[config.mk]
export PLATFORM = sky130hd
export DESIGN_NAME = pid_pump_regulator_unit
export DESIGN_NICKNAME = d
export VERILOG_FILES = /design/src/design/ppr_pkg.sv /design/src/design/ppr_div.sv /design/src/design/ppr_dp.sv /design/src/design/ppr_seq.sv /design/src/design/pid_pump_regulator_unit.sv
export SDC_FILE = /design/constraint.sdc
export NUM_CORES = 2
export LEC_CHECK = 0
export BUFFER_PORTS_ARGS = -buffer_cell sky130_fd_sc_hd__buf_2
export CORE_ASPECT_RATIO = 1.4
export CORE_MARGIN = 3
export CORE_UTILIZATION = 30
export CTS_BUF_LIST = sky130_fd_sc_hd__clkbuf_8
export DETAILED_ROUTE_END_ITERATION = 8
export HOLD_SLACK_MARGIN = 0.02
export PLACE_DENSITY = 0.51
export RECOVER_POWER = 50
export SLEW_MARGIN = 20
export SYNTH_ARGS = -nofsm -noshare
export SYNTH_HDL_FRONTEND = slang
export SYNTH_SLANG_ARGS = --single-unit
[constraint.sdc]
create_clock -name clk -period 9.45 [get_ports clk]
set_input_delay 0.945 -clock clk [delete_from_list [all_inputs] [get_ports clk]]
set_output_delay 0.945 -clock clk [all_outputs]
set_load 0.02 [all_outputs]
[src/design/ppr_pkg.sv]
// ----------------------------------------------------------------------------
// ppr_pkg: shared types, constants and microcode for the PID pump regulator
// Widths, register indexes, datapath op codes, branch codes and the control
// store read by the sequencer.
// ----------------------------------------------------------------------------
`default_nettype none

package ppr_pkg;

  // field and datapath widths
  localparam int DATA_W    = 16;  // input, config and output values
  localparam int ERR_W     = 17;  // setpoint - actual
  localparam int DIFF_W    = 18;  // error change
  localparam int INTEG_W   = 32;  // integrator
  localparam int HOLD_W    = 8;   // hold-off counter
  localparam int MUL_A_W   = 17;  // unsigned gain or scale, as signed
  localparam int MUL_B_W   = 33;  // signed operand
  localparam int PROD_W    = MUL_A_W + MUL_B_W;
  localparam int DIV_W     = 48;  // dividend magnitude
  localparam int Q_W       = 34;  // signed quotient
  localparam int ACC_W     = 40;  // drive accumulator
  localparam int DIV_BITS  = 4;   // quotient bits per cycle
  localparam int DIV_STEPS = DIV_W / DIV_BITS;
  localparam int DIV_CNT_W = $clog2(DIV_STEPS + 1);
  localparam int K_SCALE   = 1000;

  // config register indexes
  localparam int CFG_IDX_W = 3;
  localparam logic [CFG_IDX_W-1:0] REG_GAIN_P       = 3'd0;
  localparam logic [CFG_IDX_W-1:0] REG_GAIN_I       = 3'd1;
  localparam logic [CFG_IDX_W-1:0] REG_GAIN_D       = 3'd2;
  localparam logic [CFG_IDX_W-1:0] REG_NORMALIZER   = 3'd3;
  localparam logic [CFG_IDX_W-1:0] REG_DRIVE_OFFSET = 3'd4;
  localparam logic [CFG_IDX_W-1:0] REG_DRIVE_MIN    = 3'd5;
  localparam logic [CFG_IDX_W-1:0] REG_DRIVE_MAX    = 3'd6;

  // item op codes
  localparam logic OP_IN_RESTART = 1'b0;
  localparam logic OP_IN_STEP    = 1'b1;

  // datapath op codes (one per control word)
  localparam int OP_W = 5;
  localparam logic [OP_W-1:0] OP_NOP          = 5'd0;
  localparam logic [OP_W-1:0] OP_MUL_OFFS     = 5'd1;   // prod = -offset * 1000
  localparam logic [OP_W-1:0] OP_MUL_MAX      = 5'd2;   // prod = max * 1000
  localparam logic [OP_W-1:0] OP_MUL_P        = 5'd3;   // prod = gain_p * e
  localparam logic [OP_W-1:0] OP_MUL_I        = 5'd4;   // prod = gain_i * integ
  localparam logic [OP_W-1:0] OP_MUL_D        = 5'd5;   // prod = gain_d * (e - prev)
  localparam logic [OP_W-1:0] OP_DIV_GI       = 5'd6;   // q = prod / gain_i
  localparam logic [OP_W-1:0] OP_DIV_NORM     = 5'd7;   // q = prod / normalizer
  localparam logic [OP_W-1:0] OP_DIV_K        = 5'd8;   // q = prod / 1000
  localparam logic [OP_W-1:0] OP_RESTART      = 5'd9;
  localparam logic [OP_W-1:0] OP_INTEG_ADD    = 5'd10;
  localparam logic [OP_W-1:0] OP_INTEG_CLAMP  = 5'd11;
  localparam logic [OP_W-1:0] OP_SET_INTEG    = 5'd12;
  localparam logic [OP_W-1:0] OP_HOLD_DEC     = 5'd13;
  localparam logic [OP_W-1:0] OP_ACC_OFFS     = 5'd14;
  localparam logic [OP_W-1:0] OP_ACC_ADD_Q    = 5'd15;
  localparam logic [OP_W-1:0] OP_ACC_ADD_PROD = 5'd16;
  localparam logic [OP_W-1:0] OP_EMIT         = 5'd17;

  // sequencer branch codes
  localparam int COND_W = 3;
  localparam logic [COND_W-1:0] C_NEXT     = 3'd0;
  localparam logic [COND_W-1:0] C_JUMP     = 3'd1;
  localparam logic [COND_W-1:0] C_GI_ZERO  = 3'd2;  // jump when gain_i == 0
  localparam logic [COND_W-1:0] C_HOLD_NZ  = 3'd3;  // jump while hold-off runs
  localparam logic [COND_W-1:0] C_RESTART  = 3'd4;  // jump on restart item
  localparam logic [COND_W-1:0] C_DIV_BUSY = 3'd5;  // stall while divider runs
  localparam logic [COND_W-1:0] C_OUT_FULL = 3'd6;  // stall while output held
  localparam logic [COND_W-1:0] C_DONE     = 3'd7;  // end of program

  // program addresses
  localparam int PC_W = 5;
  localparam logic [PC_W-1:0] PC_ENTRY   = 5'd0;
  localparam logic [PC_W-1:0] PC_HOLD    = 5'd8;
  localparam logic [PC_W-1:0] PC_TERMS   = 5'd9;
  localparam logic [PC_W-1:0] PC_DONE    = 5'd21;
  localparam logic [PC_W-1:0] PC_RESTART = 5'd22;

  typedef struct packed {
    logic [DATA_W-1:0]        gain_p;
    logic [DATA_W-1:0]        gain_i;
    logic [DATA_W-1:0]        gain_d;
    logic [DATA_W-1:0]        normalizer;
    logic signed [DATA_W-1:0] drive_offset;
    logic signed [DATA_W-1:0] drive_min;
    logic signed [DATA_W-1:0] drive_max;
  } cfg_t;

  localparam cfg_t CFG_RESET = '{
    gain_p:       16'h0000,
    gain_i:       16'h0000,
    gain_d:       16'h0000,
    normalizer:   16'h0001,
    drive_offset: 16'sh0000,
    drive_min:    16'sh8000,
    drive_max:    16'sh7FFF
  };

  typedef struct packed {
    logic [OP_W-1:0]   op;
    logic [COND_W-1:0] cond;
    logic [PC_W-1:0]   target;
  } ctrl_word_t;

  typedef struct packed {
    logic            fire;
    logic [OP_W-1:0] op;
  } dp_ctrl_t;

  typedef struct packed {
    logic gi_zero;
    logic hold_nz;
    logic restart;
    logic div_busy;
    logic out_full;
  } dp_status_t;

  // control store
  function automatic ctrl_word_t ucode_rom(input logic [PC_W-1:0] addr);
    ctrl_word_t w;
    w = '{op: OP_NOP, cond: C_DONE, target: PC_ENTRY};
    case (addr)
      // regulate tick: integrator update
      5'd0:  w = '{op: OP_NOP,          cond: C_RESTART,  target: PC_RESTART};
      5'd1:  w = '{op: OP_NOP,          cond: C_GI_ZERO,  target: PC_TERMS};
      5'd2:  w = '{op: OP_NOP,          cond: C_HOLD_NZ,  target: PC_HOLD};
      5'd3:  w = '{op: OP_MUL_MAX,      cond: C_NEXT,     target: PC_ENTRY};
      5'd4:  w = '{op: OP_DIV_GI,       cond: C_NEXT,     target: PC_ENTRY};
      5'd5:  w = '{op: OP_INTEG_ADD,    cond: C_NEXT,     target: PC_ENTRY};
      5'd6:  w = '{op: OP_NOP,          cond: C_DIV_BUSY, target: PC_ENTRY};
      5'd7:  w = '{op: OP_INTEG_CLAMP,  cond: C_JUMP,     target: PC_TERMS};
      5'd8:  w = '{op: OP_HOLD_DEC,     cond: C_NEXT,     target: PC_ENTRY};
      // regulate tick: output terms
      5'd9:  w = '{op: OP_MUL_P,        cond: C_NEXT,     target: PC_ENTRY};
      5'd10: w = '{op: OP_DIV_NORM,     cond: C_NEXT,     target: PC_ENTRY};
      5'd11: w = '{op: OP_ACC_OFFS,     cond: C_NEXT,     target: PC_ENTRY};
      5'd12: w = '{op: OP_MUL_I,        cond: C_NEXT,     target: PC_ENTRY};
      5'd13: w = '{op: OP_NOP,          cond: C_DIV_BUSY, target: PC_ENTRY};
      5'd14: w = '{op: OP_ACC_ADD_Q,    cond: C_NEXT,     target: PC_ENTRY};
      5'd15: w = '{op: OP_DIV_K,        cond: C_NEXT,     target: PC_ENTRY};
      5'd16: w = '{op: OP_MUL_D,        cond: C_NEXT,     target: PC_ENTRY};
      5'd17: w = '{op: OP_NOP,          cond: C_DIV_BUSY, target: PC_ENTRY};
      5'd18: w = '{op: OP_ACC_ADD_Q,    cond: C_NEXT,     target: PC_ENTRY};
      5'd19: w = '{op: OP_ACC_ADD_PROD, cond: C_NEXT,     target: PC_ENTRY};
      5'd20: w = '{op: OP_EMIT,         cond: C_OUT_FULL, target: PC_ENTRY};
      5'd21: w = '{op: OP_NOP,          cond: C_DONE,     target: PC_ENTRY};
      // restart
      5'd22: w = '{op: OP_RESTART,      cond: C_GI_ZERO,  target: PC_DONE};
      5'd23: w = '{op: OP_MUL_OFFS,     cond: C_NEXT,     target: PC_ENTRY};
      5'd24: w = '{op: OP_DIV_GI,       cond: C_NEXT,     target: PC_ENTRY};
      5'd25: w = '{op: OP_NOP,          cond: C_DIV_BUSY, target: PC_ENTRY};
      5'd26: w = '{op: OP_SET_INTEG,    cond: C_JUMP,     target: PC_DONE};
      default: w = '{op: OP_NOP,        cond: C_DONE,     target: PC_ENTRY};
    endcase
    return w;
  endfunction

endpackage

`default_nettype wire

[src/design/ppr_div.sv]
// ----------------------------------------------------------------------------
// ppr_div: shared iterative divider
// Signed dividend by positive 16-bit divisor, truncating toward zero.
// Restoring, DIV_BITS quotient bits per cycle, then a final sign-fix step.
// ----------------------------------------------------------------------------
`default_nettype none

module ppr_div import ppr_pkg::*; (
  input  wire logic                     clk,
  input  wire logic                     rst,
  input  wire logic                     start,
  input  wire logic signed [PROD_W-1:0] dividend,
  input  wire logic [DATA_W-1:0]        divisor,
  output logic                          busy,
  output logic signed [Q_W-1:0]         quotient
);

  logic [DIV_CNT_W-1:0] cnt;
  logic [DIV_W-1:0]     num;
  logic [DATA_W-1:0]    rem;
  logic [DATA_W-1:0]    dsr;
  logic                 neg;

  logic [PROD_W-1:0]    mag;
  logic [DIV_W-1:0]     num_next;
  logic [DATA_W-1:0]    rem_next;
  logic [DATA_W:0]      trial;

  assign mag = dividend[PROD_W-1] ? PROD_W'(-dividend) : PROD_W'(dividend);

  // DIV_BITS restoring steps on a 17-bit partial remainder
  always_comb begin
    num_next = num;
    rem_next = rem;
    trial    = '0;
    for (int k = 0; k < DIV_BITS; k++) begin
      trial    = {rem_next, num_next[DIV_W-1]};
      num_next = {num_next[DIV_W-2:0], 1'b0};
      if (trial >= {1'b0, dsr}) begin
        trial       = trial - {1'b0, dsr};
        num_next[0] = 1'b1;
      end
      rem_next = trial[DATA_W-1:0];
    end
  end

  always_ff @(posedge clk) begin
    if (rst) begin
      busy <= 1'b0;
      cnt  <= '0;
    end else if (start) begin
      busy <= 1'b1;
      cnt  <= DIV_CNT_W'(DIV_STEPS);
    end else if (busy) begin
      if (cnt != '0) begin
        cnt <= cnt - 1'b1;
      end else begin
        busy <= 1'b0;
      end
    end
  end

  always_ff @(posedge clk) begin
    if (start) begin
      num <= mag[DIV_W-1:0];
      rem <= '0;
      dsr <= divisor;
      neg <= dividend[PROD_W-1];
    end else if (busy) begin
      if (cnt != '0) begin
        num <= num_next;
        rem <= rem_next;
      end else begin
        quotient <= neg ? -$signed(num[Q_W-1:0]) : $signed(num[Q_W-1:0]);
      end
    end
  end

  a_start_busy: assert property (@(posedge clk) disable iff (rst) start |=> busy)
    else $error("divider did not go busy after start");

endmodule

`default_nettype wire

[src/design/ppr_dp.sv]
// ----------------------------------------------------------------------------
// ppr_dp: regulator datapath
// Item and state registers, multiplier, accumulator, clamps and the output
// register, driven one op per cycle by the sequencer while it is not stalled.
// ----------------------------------------------------------------------------
`default_nettype none

module ppr_dp import ppr_pkg::*; #(
  parameter logic [HOLD_W-1:0] HOLDOFF = 8'd200
) (
  input  wire logic                     clk,
  input  wire logic                     rst,
  input  wire cfg_t                     cfg,
  input  wire logic                     start,
  input  wire logic                     in_op,
  input  wire logic signed [DATA_W-1:0] in_actual,
  input  wire logic                     in_actual_valid,
  input  wire logic signed [DATA_W-1:0] in_setpoint,
  input  wire dp_ctrl_t                 ctrl,
  output dp_status_t                    status,
  output logic                          m_valid,
  input  wire logic                     m_ready,
  output logic signed [DATA_W-1:0]      m_drive,
  output logic                          m_held
);

  // state
  logic signed [INTEG_W-1:0] integ;
  logic signed [ERR_W-1:0]   prev_e;
  logic                      prev_valid;
  logic [HOLD_W-1:0]         holdoff;
  logic                      held;

  // per-item working registers
  logic                      is_restart;
  logic signed [ERR_W-1:0]   e;
  logic signed [PROD_W-1:0]  prod;
  logic signed [ACC_W-1:0]   acc;

  logic signed [ERR_W-1:0]   e_new;
  logic signed [DIFF_W-1:0]  diff;
  logic signed [MUL_A_W-1:0] mul_a;
  logic signed [MUL_B_W-1:0] mul_b;
  logic signed [PROD_W-1:0]  mul_out;
  logic                      div_start;
  logic [DATA_W-1:0]         div_dsr;
  logic                      div_busy;
  logic signed [Q_W-1:0]     q;
  logic signed [Q_W-1:0]     ix;
  logic signed [Q_W-1:0]     nlim;
  logic signed [Q_W-1:0]     ic1;
  logic signed [Q_W-1:0]     ic2;
  logic signed [ACC_W-1:0]   lo;
  logic signed [ACC_W-1:0]   hi;
  logic signed [ACC_W-1:0]   v1;
  logic signed [ACC_W-1:0]   v2;
  logic                      fire_op;

  // invalid reading counts as zero error
  assign e_new = in_actual_valid ?
                 ERR_W'({in_setpoint[DATA_W-1], in_setpoint} - {in_actual[DATA_W-1], in_actual}) :
                 '0;
  assign diff  = {e[ERR_W-1], e} - {prev_e[ERR_W-1], prev_e};

  always_comb begin
    mul_a = '0;
    mul_b = '0;
    case (ctrl.op)
      OP_MUL_OFFS: begin
        mul_a = MUL_A_W'(K_SCALE);
        mul_b = -{{(MUL_B_W-DATA_W){cfg.drive_offset[DATA_W-1]}}, cfg.drive_offset};
      end
      OP_MUL_MAX: begin
        mul_a = MUL_A_W'(K_SCALE);
        mul_b = {{(MUL_B_W-DATA_W){cfg.drive_max[DATA_W-1]}}, cfg.drive_max};
      end
      OP_MUL_P: begin
        mul_a = {1'b0, cfg.gain_p};
        mul_b = {{(MUL_B_W-ERR_W){e[ERR_W-1]}}, e};
      end
      OP_MUL_I: begin
        mul_a = {1'b0, cfg.gain_i};
        mul_b = {{(MUL_B_W-INTEG_W){integ[INTEG_W-1]}}, integ};
      end
      OP_MUL_D: begin
        mul_a = {1'b0, cfg.gain_d};
        mul_b = {{(MUL_B_W-DIFF_W){diff[DIFF_W-1]}}, diff};
      end
      default: begin
        mul_a = '0;
        mul_b = '0;
      end
    endcase
  end

  assign mul_out = mul_a * mul_b;

  always_comb begin
    div_start = 1'b0;
    div_dsr   = cfg.gain_i;
    case (ctrl.op)
      OP_DIV_GI: begin
        div_start = ctrl.fire;
        div_dsr   = cfg.gain_i;
      end
      OP_DIV_NORM: begin
        div_start = ctrl.fire;
        div_dsr   = (cfg.normalizer == '0) ? DATA_W'(1) : cfg.normalizer;
      end
      OP_DIV_K: begin
        div_start = ctrl.fire;
        div_dsr   = DATA_W'(K_SCALE);
      end
      default: begin
        div_start = 1'b0;
        div_dsr   = cfg.gain_i;
      end
    endcase
  end

  ppr_div u_div (
    .clk      (clk),
    .rst      (rst),
    .start    (div_start),
    .dividend (prod),
    .divisor  (div_dsr),
    .busy     (div_busy),
    .quotient (q)
  );

  // integrator clamp: upper limit first, then the mirrored lower limit
  assign ix   = {{(Q_W-INTEG_W){integ[INTEG_W-1]}}, integ};
  assign nlim = -q;
  assign ic1  = (ix > q) ? q : ix;
  assign ic2  = (ic1 < nlim) ? nlim : ic1;

  // drive clamp: max applied last
  assign lo = {{(ACC_W-DATA_W){cfg.drive_min[DATA_W-1]}}, cfg.drive_min};
  assign hi = {{(ACC_W-DATA_W){cfg.drive_max[DATA_W-1]}}, cfg.drive_max};
  assign v1 = (acc < lo) ? lo : acc;
  assign v2 = (v1 > hi) ? hi : v1;

  assign fire_op = ctrl.fire;

  // control and state registers
  always_ff @(posedge clk) begin
    if (rst) begin
      m_valid    <= 1'b0;
      integ      <= '0;
      prev_e     <= '0;
      prev_valid <= 1'b0;
      holdoff    <= HOLDOFF;
      held       <= 1'b0;
    end else begin
      // a new result replaces one leaving in the same cycle
      if (fire_op && ctrl.op == OP_EMIT) begin
        m_valid <= 1'b1;
      end else if (m_valid && m_ready) begin
        m_valid <= 1'b0;
      end
      if (start) begin
        held <= 1'b0;
        if (in_op == OP_IN_STEP && !prev_valid) begin
          prev_e <= e_new;
        end
      end
      if (fire_op) begin
        case (ctrl.op)
          OP_RESTART: begin
            holdoff    <= HOLDOFF;
            prev_valid <= 1'b0;
          end
          OP_INTEG_ADD: begin
            integ <= integ + {{(INTEG_W-ERR_W){e[ERR_W-1]}}, e};
          end
          OP_INTEG_CLAMP: begin
            integ <= ic2[INTEG_W-1:0];
          end
          OP_SET_INTEG: begin
            integ <= q[INTEG_W-1:0];
          end
          OP_HOLD_DEC: begin
            holdoff <= holdoff - 1'b1;
            held    <= 1'b1;
          end
          OP_EMIT: begin
            prev_e     <= e;
            prev_valid <= 1'b1;
          end
          default: ;
        endcase
      end
    end
  end

  // payload registers
  always_ff @(posedge clk) begin
    if (start) begin
      is_restart <= (in_op == OP_IN_RESTART);
      e          <= e_new;
    end
    if (fire_op) begin
      case (ctrl.op)
        OP_MUL_OFFS, OP_MUL_MAX, OP_MUL_P, OP_MUL_I, OP_MUL_D: begin
          prod <= mul_out;
        end
        OP_ACC_OFFS: begin
          acc <= {{(ACC_W-DATA_W){cfg.drive_offset[DATA_W-1]}}, cfg.drive_offset};
        end
        OP_ACC_ADD_Q: begin
          acc <= acc + {{(ACC_W-Q_W){q[Q_W-1]}}, q};
        end
        OP_ACC_ADD_PROD: begin
          acc <= acc + prod[ACC_W-1:0];
        end
        OP_EMIT: begin
          m_drive <= v2[DATA_W-1:0];
          m_held  <= held;
        end
        default: ;
      endcase
    end
  end

  assign status.gi_zero  = (cfg.gain_i == '0);
  assign status.hold_nz  = (holdoff != '0);
  assign status.restart  = is_restart;
  assign status.div_busy = div_busy;
  assign status.out_full = m_valid && !m_ready;

  a_emit_valid: assert property (@(posedge clk) disable iff (rst)
    (ctrl.fire && ctrl.op == OP_EMIT) |=> m_valid)
    else $error("emitted result not presented");

  a_div_free: assert property (@(posedge clk) disable iff (rst)
    div_start |-> !div_busy)
    else $error("divider started while busy");

  a_holdoff_steady: assert property (@(posedge clk) disable iff (rst)
    !(ctrl.fire && (ctrl.op == OP_RESTART || ctrl.op == OP_HOLD_DEC))
    |=> holdoff == $past(holdoff))
    else $error("hold-off count changed without restart or decrement");

endmodule

`default_nettype wire

[src/design/ppr_seq.sv]
// ----------------------------------------------------------------------------
// ppr_seq: microcode sequencer
// Step counter over the control store, branch and stall handling, busy flag.
// ----------------------------------------------------------------------------
`default_nettype none

module ppr_seq import ppr_pkg::*; (
  input  wire logic       clk,
  input  wire logic       rst,
  input  wire logic       start,
  input  wire dp_status_t status,
  output dp_ctrl_t        ctrl,
  output logic            active
);

  logic [PC_W-1:0] pc;
  ctrl_word_t      cw;
  logic            taken;
  logic            stall;

  assign cw = ucode_rom(pc);

  always_comb begin
    taken = 1'b0;
    case (cw.cond)
      C_NEXT:     taken = 1'b0;
      C_JUMP:     taken = 1'b1;
      C_GI_ZERO:  taken = status.gi_zero;
      C_HOLD_NZ:  taken = status.hold_nz;
      C_RESTART:  taken = status.restart;
      default:    taken = 1'b0;
    endcase
  end

  assign stall = (cw.cond == C_DIV_BUSY && status.div_busy) ||
                 (cw.cond == C_OUT_FULL && status.out_full);

  assign ctrl.fire = active && !stall;
  assign ctrl.op   = cw.op;

  always_ff @(posedge clk) begin
    if (rst) begin
      active <= 1'b0;
      pc     <= PC_ENTRY;
    end else if (start) begin
      active <= 1'b1;
      pc     <= PC_ENTRY;
    end else if (active && !stall) begin
      if (cw.cond == C_DONE) begin
        active <= 1'b0;
      end else if (taken) begin
        pc <= cw.target;
      end else begin
        pc <= pc + 1'b1;
      end
    end
  end

endmodule

`default_nettype wire

[src/design/pid_pump_regulator_unit.sv]
// ----------------------------------------------------------------------------
// pid_pump_regulator_unit: PID pump regulator with integrator clamp
// Items: one at a time. A regulate item gives one result, held back while an
//   older result still waits in the output register; a restart item gives none.
//   The time per item is set by the shared divider, used up to three times per
//   regulate item and at most once per restart.
// Reset (rst, synchronous): config to defaults, integrator and previous
//   error cleared, hold-off reloaded, sequencer idle, output empty.
// ----------------------------------------------------------------------------
`default_nettype none

module pid_pump_regulator_unit import ppr_pkg::*; #(
  parameter int unsigned HOLDOFF_TICKS = 200
) (
  input  wire logic                 clk,
  input  wire logic                 rst,
  // input items
  input  wire logic                 s_tvalid,
  output logic                      s_tready,
  input  wire logic [39:0]          s_tdata,   // actual[15:0], actual_valid, setpoint[15:0], pad
  input  wire logic [0:0]           s_tuser,   // op: 0 restart, 1 regulate
  // result items
  output logic                      m_tvalid,
  input  wire logic                 m_tready,
  output logic [DATA_W-1:0]         m_tdata,   // drive[15:0]
  output logic [0:0]                m_tuser,   // holdoff_active
  // config writes
  input  wire logic                 cfg_we,
  input  wire logic [CFG_IDX_W-1:0] cfg_index,
  input  wire logic [DATA_W-1:0]    cfg_data
);

  cfg_t                     cfg;
  logic                     start;
  logic                     active;
  dp_ctrl_t                 ctrl;
  dp_status_t               status;
  logic signed [DATA_W-1:0] drive;
  logic                     held;

  // Config registers; the host must write them only while the block is idle; not enforced.
  always_ff @(posedge clk) begin
    if (rst) begin
      cfg <= CFG_RESET;
    end else if (cfg_we) begin
      case (cfg_index)
        REG_GAIN_P:       cfg.gain_p       <= cfg_data;
        REG_GAIN_I:       cfg.gain_i       <= cfg_data;
        REG_GAIN_D:       cfg.gain_d       <= cfg_data;
        REG_NORMALIZER:   cfg.normalizer   <= cfg_data;
        REG_DRIVE_OFFSET: cfg.drive_offset <= $signed(cfg_data);
        REG_DRIVE_MIN:    cfg.drive_min    <= $signed(cfg_data);
        REG_DRIVE_MAX:    cfg.drive_max    <= $signed(cfg_data);
        default: ;
      endcase
    end
  end

  // An item is taken whenever the sequencer is idle and out of reset. A
  // waiting result sits in the output register, so the next item may start;
  // a regulate item stalls only at its emit step until the old result is gone.
  assign s_tready = !active && !rst;
  assign start    = s_tvalid && s_tready;

  ppr_seq u_seq (
    .clk    (clk),
    .rst    (rst),
    .start  (start),
    .status (status),
    .ctrl   (ctrl),
    .active (active)
  );

  // Datapath: one multiplier, one shared divider, accumulator and clamps.
  ppr_dp #(
    .HOLDOFF (HOLD_W'(HOLDOFF_TICKS))
  ) u_dp (
    .clk             (clk),
    .rst             (rst),
    .cfg             (cfg),
    .start           (start),
    .in_op           (s_tuser[0]),
    .in_actual       ($signed(s_tdata[15:0])),
    .in_actual_valid (s_tdata[16]),
    .in_setpoint     ($signed(s_tdata[32:17])),
    .ctrl            (ctrl),
    .status          (status),
    .m_valid         (m_tvalid),
    .m_ready         (m_tready),
    .m_drive         (drive),
    .m_held          (held)
  );

  assign m_tdata    = drive;
  assign m_tuser[0] = held;

endmodule

`default_nettype wire

==> run summary <==
Static timing analysis puts the maximum clock frequency at 0.1103 GHz. The initial detailed-routing violation count came out at 3190. The leading register cell type out of synthesis is sky130_fd_sc_hd__edfxtp_1. IR analysis of the VDD net gives a maximum drop of 420.7 uV. STA classifies the critical path endpoint as a flip-flop. The number of failing hold endpoints at the final stage is 0, and the max-slew violation count is 496. Once placement finished, the instance area stood at 0.05740 sq mm.

From bottom edge to top edge, the die measures 497.1 microns. The floorplan step set the die width to 356.8 microns. For the total standard cell area after synthesis, the log shows 0.05168 sq mm.

The pre-antenna-repair detailed-routing pass consisted of 7 iterations. Final worst-path cycle share: 0.9594. On the critical path, the stage with the largest delay is an instance of sky130_fd_sc_hd__a211oi_1. In this design, the stage delay of the slowest critical-path cell is 0.68 ns. The maximum count of clock buffers along a single path is 3, and the number of flops mapped to enable cells by yosys is 223.

84 I/O pins were placed. Master cell of the clock root buffer: sky130_fd_sc_hd__clkbuf_8. In this run the power density over the cells is 205.3 mW/mm^2. By count the netlist is led by 1029 x sky130_fd_sc_hd__nand2_1, 785 x sky130_fd_sc_hd__inv_1, 511 x sky130_fd_sc_hd__fa_1. Path category of the worst min-delay check: reg -> reg. The global-route wire length before repair was 279900 microns. The total number of placement rows is 179, and the worst hold-check slack is 0.4542 ns. The post-synth net total came out at 7161. The count of buffers from port buffering was 76; the number of design rule violations left after detail routing was 0. The run gives 0.2113 as the portion of the post-synthesis area used by sequential elements. After synthesis the netlist holds a flip-flop and latch count of 434. Entering global routing, the biggest net connects 88 pins. Clock latency on the worst-skew pair, taken at its later pin, is 0.78 ns. For the overall global routing resource usage, the log shows 0.2058. The nature of the critical path startpoint is a flip-flop. The fraction of synthesized cell area taken by the top area cell type was 0.1979; the sum of internal, switching and leakage power was 0.01222 W. TritonCTS built the clock tree. Setup violations remaining at the end of the flow were counted as 0. After clock tree synthesis, the flow added hold-fix buffers numbering 0. Across all layers, the routed design uses 45600 vias. The cell type with the highest occurrence count on the critical path was sky130_fd_sc_hd__fa_1. The number of buffers inserted during clock tree synthesis is 75. The multi-input combinational cell area was 0.03748 sq mm; the worst slew margin relative to its limit was -1.763.

In the final timing run, aggregate negative setup slack is 0 ns. The starting density of the core is 0.3028. The layout net count was 7487. For the cell count after synthesis, the log shows 6138.

The run gives 84 as the count of unique library cells instantiated by Yosys. After detailed routing, the average wire length per cell comes to 21.01 microns. STA puts the critical path data required time at 9.93 ns. The tools report the number of maximum-capacitance violations as 10.

The most common cell in the synthesized netlist is sky130_fd_sc_hd__nand2_1. The maximum fanout count along the critical path is 8. The run gives 151400 microns as the detailed placer's ending HPWL. The path type of the worst setup path is reg -> reg.

The overall overflow remaining after global route came out at 0. The count of nets left with antenna violations once routing finished came out at 0. The tools report the leakage power as 26.18 nW.

The tools report the number of antenna violations at the first check in global routing as 8. The transition time at the pin with the least slew margin is 4.144 ns. The share of layout cells above drive strength 1 came out at 0.1226. Summing all non-filler instances in the final layout gives an area of 0.05955 sq mm. CTS saw 434 sinks.

The routed design has 184800 microns of wire. The floorplan step defined a die boundary enclosing 0.1774 sq mm. The minimum clock period after layout was 9.067 ns. After clock tree synthesis, the clock-pin slew on the worst setup and hold paths is 0.08 ns. The run finished, with violations left. The final worst clock skew came out at 0.05853 ns. In the final layout, flip-flops and latches occupy 0.01092 sq mm. In this run the mean area of a mapped cell was 8.420 sq um. The logs give 9.55 ns for the signal arrival time at the worst endpoint and 46710 for the via count of the first global-routing pass. The H-tree depth came out at 3. Using the TritonRoute via totals, the vias-per-cell ratio works out to 5.186. Final weighted congestion in routability-driven placement: 0.9440.

The final cell utilization of the core was 0.3489. The share of async-settable or async-resettable flops after synthesis was 0. Yosys printed 0 warnings. In this run the standard cell core region covers 0.1707 sq mm.

Yosys attributes the largest share of cell area to sky130_fd_sc_hd__fa_1 20%, sky130_fd_sc_hd__edfxtp_1 13%, sky130_fd_sc_hd__ha_1 11%, sky130_fd_sc_hd__dfxtp_1 8.2%, sky130_fd_sc_hd__nand2_1 7.5%. For the final-layout fill cell count, the log shows 17940. Area added between synthesis and finish: 15.22%. The largest area contributor in the netlist was sky130_fd_sc_hd__fa_1. The checks that failed: max-capacitance violations, max-slew violations.
## per-layer routing
layer,global-route usage,part of all wire,vias up
li1,-,-,21420
met1,0.2268,0.38,22550
met2,0.3778,0.52,1188
met3,0.02203,0.040,444
met4,0.1213,0.068,4
met5,0,0.00013,-
## layout by cell type (no fill, tap or decap), types with 24 or more instances in the layout
cell type,n
sky130_fd_sc_hd__a211oi_1,70
sky130_fd_sc_hd__a21o_1,150
sky130_fd_sc_hd__a21oi_1,353
sky130_fd_sc_hd__a311oi_1,24
sky130_fd_sc_hd__a31oi_1,33
sky130_fd_sc_hd__and2_1,75
sky130_fd_sc_hd__and3_1,26
sky130_fd_sc_hd__buf_2,54
sky130_fd_sc_hd__buf_4,406
sky130_fd_sc_hd__clkbuf_1,31
sky130_fd_sc_hd__clkbuf_8,90
sky130_fd_sc_hd__dfxtp_1,211
sky130_fd_sc_hd__edfxtp_1,223
sky130_fd_sc_hd__fa_1,507
sky130_fd_sc_hd__ha_1,433
sky130_fd_sc_hd__inv_1,803
sky130_fd_sc_hd__mux2_2,59
sky130_fd_sc_hd__mux2i_1,43
sky130_fd_sc_hd__nand2_1,1027
sky130_fd_sc_hd__nand2b_1,56
sky130_fd_sc_hd__nand3_1,83
sky130_fd_sc_hd__nand3b_1,24
sky130_fd_sc_hd__nand4_1,61
sky130_fd_sc_hd__nor2_1,306
sky130_fd_sc_hd__nor2b_1,60
sky130_fd_sc_hd__nor3_1,103
sky130_fd_sc_hd__nor4_1,25
sky130_fd_sc_hd__o21a_1,47
sky130_fd_sc_hd__o21ai_0,315
sky130_fd_sc_hd__o31ai_1,40
sky130_fd_sc_hd__or3_1,40
sky130_fd_sc_hd__xnor2_1,181
sky130_fd_sc_hd__xor2_1,102
## through the flow
step                instances  setup WS, ns
floorplan                6138       0.02128
global route             8789      -0.07737
CTS                      8778       0.03035
detailed placement       8635       -0.4829
global placement         8634       -0.4397
finish                   8793        0.3833
## layout make-up
cell class | instances | area share
tap | 2262 | 0.04753
inverter | 785 | 0.04948
timing repair buffer | 510 | 0.06341
sequential | 434 | 0.1834
multi-input combinational | 4658 | 0.6294
antenna | 5 | 0.0002101
clock buffer | 90 | 0.02080
clock inverter | 49 | 0.005799
## worst max-delay path: cells and delay by family, from the launching register on
| kind | cells | cell delay (ns) |
|---|---|---|
| AOI/OAI and AO/OA | 5 | 1.40 |
| DFF | 1 | 0.37 |
| buffers and inverters | 8 | 0.88 |
| adders and majority gates | 7 | 3.51 |
| xor gates and xnor gates | 1 | 0.16 |
| and+or+nand+nor | 7 | 2.47 |
## flip-flops by register name, indices dropped and copies added (netlist names), 4 cells and up
signal and flops:
cfg 112, u_dp.acc 40, u_dp.e 17, u_dp.holdoff 8, u_dp.integ 32, u_dp.m_drive 16, u_dp.prev_e 17, u_dp.prod 49
u_dp.u_div.cnt 4, u_dp.u_div.dsr 16, u_dp.u_div.num 48, u_dp.u_div.quotient 34, u_dp.u_div.rem 16, u_seq.cw 12, u_seq.pc 5
## final timing paths
| kind | start | endpoint | slack [ns] | depth (start not counted) |
|---|---|---|---|---|
| max | cfg[32] | u_dp.prod[45] | 0.38 | 28 |
| min | cfg[78] | cfg[78] | 0.45 | 2 |
| max reg2reg | cfg[32] | u_dp.prod[45] | 0.38 | 28 |
| min reg2reg | cfg[78] | cfg[78] | 0.45 | 2 |
## what timing repair did
item                                    in CTS  in global routing
endpoints found under the setup margin      17                 37
cloned                                       0                  3
buffers inserted                             4                  7
resized for setup                           13                 94
pin swaps                                    9                 34
## report_power, final
| group | total (W) | internal [W] | switching, W | leakage, nW |
|---|---|---|---|---|
| clock | 0.00189 | 0.000982 | 0.000906 | 0.885 |
| sequential | 0.00232 | 0.00215 | 0.000172 | 3.65 |
| combinational | 0.00802 | 0.00373 | 0.00429 | 21.6 |
| total | 0.0122 | 0.00686 | 0.00537 | 26.2 |
## cell families after synthesis
group | count (synthesis) | share of synthesized area
adders and majority gates | 958 | 0.3061
buffers and inverters | 1047 | 0.07621
muxes | 107 | 0.02222
AOI/OAI and AO/OA | 1319 | 0.1621
DFF | 434 | 0.2113
xor gates and xnor gates | 283 | 0.04796
and+or+nand+nor | 1990 | 0.1741
(Power assumes the default switching activity.)
